`src/design/pbws_pkg.sv`:
```
// pbws_pkg: shared types and codes for the protobuf wire field scanner
// holds the scanner state record, the result record and the phase/kind/error codes
// no dependencies
`timescale 1ns / 1ps

package pbws_pkg;

  // scan phases
  localparam logic [2:0] PH_TAG     = 3'd0;
  localparam logic [2:0] PH_VALUE   = 3'd1;
  localparam logic [2:0] PH_LENGTH  = 3'd2;
  localparam logic [2:0] PH_PAYLOAD = 3'd3;
  localparam logic [2:0] PH_FIXED   = 3'd4;

  // result kinds
  localparam logic [2:0] KIND_VARINT  = 3'd0;
  localparam logic [2:0] KIND_LEN_HDR = 3'd1;
  localparam logic [2:0] KIND_PAYLOAD = 3'd2;
  localparam logic [2:0] KIND_FIX_HDR = 3'd3;
  localparam logic [2:0] KIND_ERROR   = 3'd4;

  // error codes
  localparam logic [1:0] ERR_NONE      = 2'd0;
  localparam logic [1:0] ERR_OVERLONG  = 2'd1;
  localparam logic [1:0] ERR_WIRE_TYPE = 2'd2;
  localparam logic [1:0] ERR_TRUNCATED = 2'd3;

  // wire types
  localparam logic [2:0] WT_VARINT  = 3'd0;
  localparam logic [2:0] WT_FIXED64 = 3'd1;
  localparam logic [2:0] WT_LEN     = 3'd2;
  localparam logic [2:0] WT_FIXED32 = 3'd5;

  // varint limits
  localparam logic [3:0] VARINT_LAST_IDX  = 4'd9;
  localparam logic [3:0] VARINT_MAX_BYTES = 4'd10;
  localparam logic [5:0] VARINT_GROUP     = 6'd7;

  localparam logic [63:0] FIXED64_BYTES = 64'd8;
  localparam logic [63:0] FIXED32_BYTES = 64'd4;

  typedef struct packed {
    logic [2:0]  phase;
    logic [63:0] acc;
    logic [3:0]  cnt;
    logic [31:0] field;
    logic [2:0]  wire_t;
    logic [63:0] bytes_left;
    logic        discarding;
  } scan_state_t;

  typedef struct packed {
    logic [2:0]  kind;
    logic [31:0] fld_num;
    logic [2:0]  wire_type;
    logic [63:0] field_value;
    logic [7:0]  payload_byte;
    logic [1:0]  error_code;
    logic        message_done;
  } scan_result_t;

  localparam scan_state_t SCAN_RESET = '{default: '0};

endpackage

```
`src/design/protobuf_wire_field_scanner.sv`:
```
// protobuf_wire_field_scanner: top level of the byte-serial protobuf field scanner
// depends on pbws_pkg and pbws_decode
`timescale 1ns / 1ps

// usage
//   in_*  : one message byte per beat, in_tlast marks the last byte of a message
//   out_* : at most one result beat per input beat; out_tuser is the result kind,
//           out_tlast is set when the result came from the last message byte
//   each accepted byte updates the scan state (tag/varint accumulator, phase,
//   remaining payload count) in the same cycle it is taken
//   a result goes to the output register, or to the skid register if that one waits
//   throughput: one byte per cycle while in_tready is high, set by the combinational
//   decode between the scan state registers and the output register
//   stall: a two-entry output stage (output register plus skid register) keeps
//   in_tready high while one result waits; in_tready drops only when both
//   entries are full
//   reset: rst_n low clears the scan state to "expect tag" and empties the
//   output stage; the first byte after reset is taken as the start of a message
//   after an error, bytes are dropped without results up to and including the
//   last byte of that message

module protobuf_wire_field_scanner (
  input  logic         clk,
  input  logic         rst_n,
  input  logic         in_tvalid,
  output logic         in_tready,
  input  logic [7:0]   in_tdata,   // [7:0] data_byte
  input  logic         in_tlast,   // end_of_message
  output logic         out_tvalid,
  input  logic         out_tready,
  // [31:0] fld_num, [34:32] wire_type, [98:35] field_value,
  // [106:99] payload_byte, [108:107] error_code, [111:109] zero
  output logic [111:0] out_tdata,
  output logic [2:0]   out_tuser,  // [2:0] kind
  output logic         out_tlast   // message_done
);
  import pbws_pkg::*;

  scan_state_t  st_r, st_nxt;
  scan_result_t res;
  logic         res_vld;
  logic         in_fire;
  logic         out_fire;

  scan_result_t out_res_r;
  logic         out_vld_r;
  scan_result_t skid_res_r;
  logic         skid_vld_r;

  assign in_tready = !skid_vld_r;
  assign in_fire   = in_tvalid && in_tready;
  assign out_fire  = out_vld_r && out_tready;

  pbws_decode u_decode (
    .st        (st_r),
    .data_byte (in_tdata),
    .eom       (in_tlast),
    .st_nxt    (st_nxt),
    .res       (res),
    .res_vld   (res_vld)
  );

  // scan state advances once per accepted byte
  always_ff @(posedge clk) begin
    if (!rst_n) begin
      st_r <= SCAN_RESET;
    end else if (in_fire) begin
      st_r <= st_nxt;
    end
  end

  // output register with skid entry
  always_ff @(posedge clk) begin
    if (!rst_n) begin
      out_vld_r  <= 1'b0;
      skid_vld_r <= 1'b0;
    end else begin
      if (!out_vld_r || out_fire) begin
        if (skid_vld_r) begin
          out_vld_r  <= 1'b1;
          skid_vld_r <= 1'b0;
        end else begin
          out_vld_r <= in_fire && res_vld;
        end
      end else if (in_fire && res_vld) begin
        skid_vld_r <= 1'b1;
      end
    end
  end

  always_ff @(posedge clk) begin
    if (!out_vld_r || out_fire) begin
      if (skid_vld_r) begin
        out_res_r <= skid_res_r;
      end else if (in_fire && res_vld) begin
        out_res_r <= res;
      end
    end else if (in_fire && res_vld) begin
      skid_res_r <= res;
    end
  end

  assign out_tvalid = out_vld_r;
  assign out_tdata  = {3'b000, out_res_r.error_code, out_res_r.payload_byte,
                       out_res_r.field_value, out_res_r.wire_type, out_res_r.fld_num};
  assign out_tuser  = out_res_r.kind;
  assign out_tlast  = out_res_r.message_done;

`ifndef SYNTHESIS
  // the skid entry only fills behind a waiting output
  a_skid_behind_out: assert property (@(posedge clk) disable iff (!rst_n)
    skid_vld_r |-> out_vld_r)
    else $error("skid entry valid with empty output register");

  // error code is set exactly on error results
  a_err_kind: assert property (@(posedge clk) disable iff (!rst_n)
    out_vld_r |-> ((out_res_r.kind == KIND_ERROR) == (out_res_r.error_code != ERR_NONE)))
    else $error("error code does not match result kind");

  // the last byte of a message always leaves the scanner expecting a fresh tag
  a_eom_restart: assert property (@(posedge clk) disable iff (!rst_n)
    (in_fire && in_tlast) |=> (st_r.phase == PH_TAG && !st_r.discarding &&
                               st_r.cnt == 4'd0))
    else $error("scan state not restarted after last message byte");

  // discarding produces no results
  a_discard_quiet: assert property (@(posedge clk) disable iff (!rst_n)
    (in_fire && st_r.discarding) |-> !res_vld)
    else $error("result produced while discarding");
`endif

endmodule

```
`src/design/pbws_decode.sv`:
```
// pbws_decode: next-state and result logic for one message byte
// depends on pbws_pkg for the state and result records
`timescale 1ns / 1ps

module pbws_decode (
  input  pbws_pkg::scan_state_t  st,
  input  logic [7:0]             data_byte,
  input  logic                   eom,
  output pbws_pkg::scan_state_t  st_nxt,
  output pbws_pkg::scan_result_t res,
  output logic                   res_vld
);
  import pbws_pkg::*;

  logic [3:0]  cnt_sat;
  logic [5:0]  sh;
  logic [63:0] acc_new;
  logic [3:0]  cnt_new;
  logic        vi_done;
  logic        vi_over;
  logic        err;
  logic [63:0] left_dec;
  logic [2:0]  tag_wire;

  always_comb begin
    cnt_sat  = (st.cnt > VARINT_LAST_IDX) ? VARINT_LAST_IDX : st.cnt;
    sh       = 6'({2'b00, cnt_sat} * VARINT_GROUP);
    acc_new  = st.acc | (64'(data_byte[6:0]) << sh);
    cnt_new  = cnt_sat + 4'd1;
    vi_done  = !data_byte[7];
    vi_over  = data_byte[7] && (cnt_new >= VARINT_MAX_BYTES);
    left_dec = (st.bytes_left != 64'd0) ? st.bytes_left - 64'd1 : st.bytes_left;
    tag_wire = acc_new[2:0];
  end

  always_comb begin
    st_nxt  = st;
    res     = '0;
    res_vld = 1'b0;
    err     = 1'b0;
    if (st.discarding) begin
      if (eom) begin
        st_nxt = SCAN_RESET;
      end
    end else begin
      case (st.phase)
        PH_VALUE, PH_LENGTH: begin
          st_nxt.acc = acc_new;
          st_nxt.cnt = cnt_new;
          if (vi_over) begin
            res.kind       = KIND_ERROR;
            res.fld_num    = st.field;
            res.wire_type  = st.wire_t;
            res.error_code = ERR_OVERLONG;
            err            = 1'b1;
          end else if (vi_done) begin
            st_nxt.acc      = '0;
            st_nxt.cnt      = '0;
            res.fld_num     = st.field;
            res.wire_type   = st.wire_t;
            res.field_value = acc_new;
            res_vld         = 1'b1;
            if (st.phase == PH_VALUE) begin
              res.kind     = KIND_VARINT;
              st_nxt.phase = PH_TAG;
            end else begin
              res.kind          = KIND_LEN_HDR;
              st_nxt.bytes_left = acc_new;
              st_nxt.phase      = (acc_new != 64'd0) ? PH_PAYLOAD : PH_TAG;
            end
          end
        end
        PH_PAYLOAD, PH_FIXED: begin
          res.kind          = KIND_PAYLOAD;
          res.fld_num       = st.field;
          res.wire_type     = st.wire_t;
          res.payload_byte  = data_byte;
          res_vld           = 1'b1;
          st_nxt.bytes_left = left_dec;
          if (left_dec == 64'd0) begin
            st_nxt.phase = PH_TAG;
          end
        end
        default: begin
          st_nxt.acc = acc_new;
          st_nxt.cnt = cnt_new;
          if (vi_over) begin
            res.kind       = KIND_ERROR;
            res.error_code = ERR_OVERLONG;
            err            = 1'b1;
          end else if (vi_done) begin
            st_nxt.field  = acc_new[34:3];
            st_nxt.wire_t = tag_wire;
            st_nxt.acc    = '0;
            st_nxt.cnt    = '0;
            case (tag_wire)
              WT_VARINT: st_nxt.phase = PH_VALUE;
              WT_LEN:    st_nxt.phase = PH_LENGTH;
              WT_FIXED64, WT_FIXED32: begin
                st_nxt.bytes_left = (tag_wire == WT_FIXED64) ? FIXED64_BYTES : FIXED32_BYTES;
                st_nxt.phase      = PH_FIXED;
                res.kind          = KIND_FIX_HDR;
                res.fld_num       = acc_new[34:3];
                res.wire_type     = tag_wire;
                res.field_value   = (tag_wire == WT_FIXED64) ? FIXED64_BYTES : FIXED32_BYTES;
                res_vld           = 1'b1;
              end
              default: begin
                res.kind       = KIND_ERROR;
                res.fld_num    = acc_new[34:3];
                res.wire_type  = tag_wire;
                res.error_code = ERR_WIRE_TYPE;
                err            = 1'b1;
              end
            endcase
          end
        end
      endcase

      if (err) begin
        res_vld           = 1'b1;
        st_nxt.phase      = PH_TAG;
        st_nxt.acc        = '0;
        st_nxt.cnt        = '0;
        st_nxt.bytes_left = '0;
        st_nxt.discarding = 1'b1;
      end

      if (eom) begin
        // field, tag or length left open by the last byte
        if (!err && (st_nxt.phase != PH_TAG || st_nxt.cnt != 4'd0)) begin
          res            = '0;
          res.kind       = KIND_ERROR;
          res.error_code = ERR_TRUNCATED;
          if (st_nxt.phase != PH_TAG) begin
            res.fld_num   = st_nxt.field;
            res.wire_type = st_nxt.wire_t;
          end
          res_vld = 1'b1;
        end
        res.message_done = res_vld;
        st_nxt           = SCAN_RESET;
      end
    end
  end

endmodule

```
`config.mk`:
```
export PLATFORM = sky130hd
export DESIGN_NAME = protobuf_wire_field_scanner
export DESIGN_NICKNAME = d
export VERILOG_FILES = /design/src/design/pbws_pkg.sv /design/src/design/protobuf_wire_field_scanner.sv /design/src/design/pbws_decode.sv
export SDC_FILE = /design/constraint.sdc
export NUM_CORES = 1
export LEC_CHECK = 0
export BUFFER_PORTS_ARGS = -buffer_cell sky130_fd_sc_hd__buf_2
export CORE_UTILIZATION = 40
export DETAILED_ROUTE_END_ITERATION = 6
export PLACE_DENSITY_LB_ADDON = 0.1
export RECOVER_POWER = 25
export SYNTH_ARGS = -nofsm -noshare
export SYNTH_HDL_FRONTEND = slang
export SYNTH_SLANG_ARGS = --single-unit
```
`constraint.sdc`:
```
create_clock -name clk -period 28.2 [get_ports clk]
set_clock_uncertainty 0.1 [all_clocks]
set_input_delay 5.64 -clock clk [delete_from_list [all_inputs] [get_ports clk]]
set_output_delay 5.64 -clock clk [all_outputs]
set_load 0.02 [all_outputs]
```
==> results.tsv <==
metric	value	unit
met3_length	4570	um
placement.setup.worst_slack	16.29	ns
clk_transition_reported_paths	0.06	ns
io-pin-count	131	
synthCells	2267	
fillCellCount	5073	
core_area	51500	um^2
crit_start_category	primary input	
timing.final.setup_violations	0	
tightest_slew	3.09	ns
pin_count_of_the_biggest_net_entering_global_routing	96	
drive_gt1_share	7.15	%
setup_tns	0	ns
maxSlewHeadroom	-107	%
tritoncts_clock_tree	done	
antenna_left	0	
portBuffers	127	
netlist_area	20900	um^2
antenna_violations_before_repair	0	
clock_latency	0.59	ns
route.detailed.drc	0	
timing_hold_violations_final	0	
vias_in_the_first_global_route	17400	
synth.distinct_cells	90	
final_common_cell	sky130_fd_sc_hd__nand2_1	
crit_arrival	11.76	ns
count_of_max_cap_constraint_violations	3	
clkSinkCount	399	
hp-class	reg -> reg	
first_iter_violations	1787	
finalWeightedCongestion	0.946	
routed_metal_1_wirelength	32900	um
die_w	231	um
outcome	finished with violations	
final_period_minus_worst_setup_slack	11.49	ns
route.met2.wl	34400	um
cts-root-buf	sky130_fd_sc_hd__clkbuf_16	
worst-endpoint-required	28.47	ns
total_power	1.43	mW
drt-pass1-iter-count	5	
clock_tree.buffer_depth	3	
critPathCaptureType	register	
cts_made_buffers	45	
synth_sequential_area_ratio	49.0	%
synthesized_area_per_cell	9.22	um^2
syn_to_final_growth	12.2	%
setup_cp_type	in -> reg	
max-vdd-ir-drop	0.0356	mV
post_drt_via_cell_ratio	6.05	
critPathMaxFanout	59	
highest-signal-layer	met4	
ctsResizeCount	0	
final_cell_mix	sky130_fd_sc_hd__nand2_1, sky130_fd_sc_hd__edfxtp_1, sky130_fd_sc_hd__nor2_1	
htree_num_levels	2	
dp_hpwl	49100	um
fin_crit_sh	40.7	%
number_of_enable_flip_flop_cells_after_synthesis	226	
slew_viol_final	142	
gr-total-overflow	0	
grtUsageTotal	27.6	%
power_density	60.9	nW/um^2
synthArstFlopShare	0	%
power.static_leakage	7.73	nW
synth-warning-count	0	
unrepaired_setup_endpoints_after_global_routing	false	
layout.nets	2338	
postCtsSetupRepairBufs	0	
floorplan.die_area	53200	um^2
die-height	231	um
grt_pass1_wl	112000	um
floorplan.rows	83	
placedInstanceArea	22100	um^2
hold_buffers	0	
wire_per_inst	24.6	um
ys_dominant_reg_cell	sky130_fd_sc_hd__edfxtp_1	
fmaxAchievable	0.0870	GHz
final.setup.worst_slack	16.71	ns
vias	18300	
post-route-cell-area	23500	um^2
routed_wl	74500	um
failed_checks	capacitance limit, slew limit	
start_util	40.6	%
synth.ff_latch_count	399	
==> sequential cells by signal, summed over array words and instances (netlist names) <==
| signal | cells |
|---|---|
| out_tuser | 3 |
| st_r | 171 |
| skid_vld_r | 1 |
| skid_res_r | 113 |
| out_tlast | 1 |
| out_tdata | 109 |
| out_tvalid | 1 |
==> stage by stage <==
| stage | hold WS (ns) | util, % | instances |
|---|---|---|---|
| 2_1_floorplan | 0.355 | - | 2269 |
| 3_3_place_gp | 0.367 | 42.9 | 2947 |
| 3_5_place_dp | 0.375 | 42.9 | 2947 |
| 4_1_cts | 0.384 | 45.9 | 3031 |
| 5_1_grt | 0.422 | 45.5 | 3031 |
| 6_report | 0.382 | 45.5 | 3032 |
==> synth_stat cells (all sizes together), types with 35 or more instances <==
cell / n / area [um^2]
nand2: 248 / 933
clkbuf: 147 / 552
o21ai: 174 / 871
nor4: 50 / 325
o221ai: 35 / 307
nor2: 189 / 726
a21oi: 150 / 754
dfxtp: 173 / 3460
nor2b: 116 / 726
edfxtp: 226 / 6790
nor3: 51 / 265
a22oi: 124 / 931
and2: 67 / 419
o22ai: 85 / 532
==> path summary, 6_finish.rpt <==
kind | endpoint | slack [ns] | start | cells after the start
setup / recovery | out_tdata[60] | 16.71 | in_tdata[6] | 13
hold / removal | st_r[166] | 0.38 | st_r[166] | 2
setup reg to reg | out_tdata[60] | 18.47 | st_r[103] | 19
hold reg to reg | st_r[166] | 0.38 | st_r[166] | 2
==> critical path: stages <==
cell                      delay, ns
sky130_fd_sc_hd__buf_2         0.13
sky130_fd_sc_hd__mux2i_1       0.38
sky130_fd_sc_hd__a21oi_1       0.16
sky130_fd_sc_hd__o21ai_0       0.28
sky130_fd_sc_hd__nand3_1       0.43
sky130_fd_sc_hd__a21oi_1       1.15
sky130_fd_sc_hd__nand4_1       0.33
sky130_fd_sc_hd__or4_1         0.54
sky130_fd_sc_hd__or3_1         0.45
sky130_fd_sc_hd__a41oi_2       0.29
sky130_fd_sc_hd__a31o_1        0.54
sky130_fd_sc_hd__nand4_4       0.86
sky130_fd_sc_hd__o21ai_0       0.53
==> per-layer routing <==
metal | vias up | GRT usage (%)
li1 | 8516 | -
met1 | 8978 | 38.0
met2 | 721 | 44.1
met3 | 131 | 4.09
met4 | 0 | 9.93
met5 | - | 0
==> cell families after synthesis <==
logic type                 synth area share, %
adders and majority gates                0.766
DFF                                       49.0
AOI/OAI and AO/OA                         21.9
other                                   0.0179
and+or+nand+nor                           21.2
buffers and inverters                     4.07
muxes                                    0.754
xor gates and xnor gates                  2.22
==> cell type report <==
class | count | area, um^2 | share of cell area (%)
flip-flops and latches | 399 | 10200 | 43.7
multi-input cells | 1666 | 9890 | 42.1
clock buffers | 66 | 1290 | 5.49
repair buffers | 178 | 872 | 3.72
well taps | 680 | 851 | 3.63
clock inverters | 18 | 221 | 0.944
inverters | 24 | 90.1 | 0.384
diodes | 1 | 2.50 | 0.0107
==> power by group <==
part           switching, mW  total, mW  internal (mW)
clock network          0.251      0.606          0.355
registers            0.00918      0.647          0.638
logic                  0.134      0.176         0.0413
total                  0.394       1.43           1.03
(Power assumes the default switching activity.)
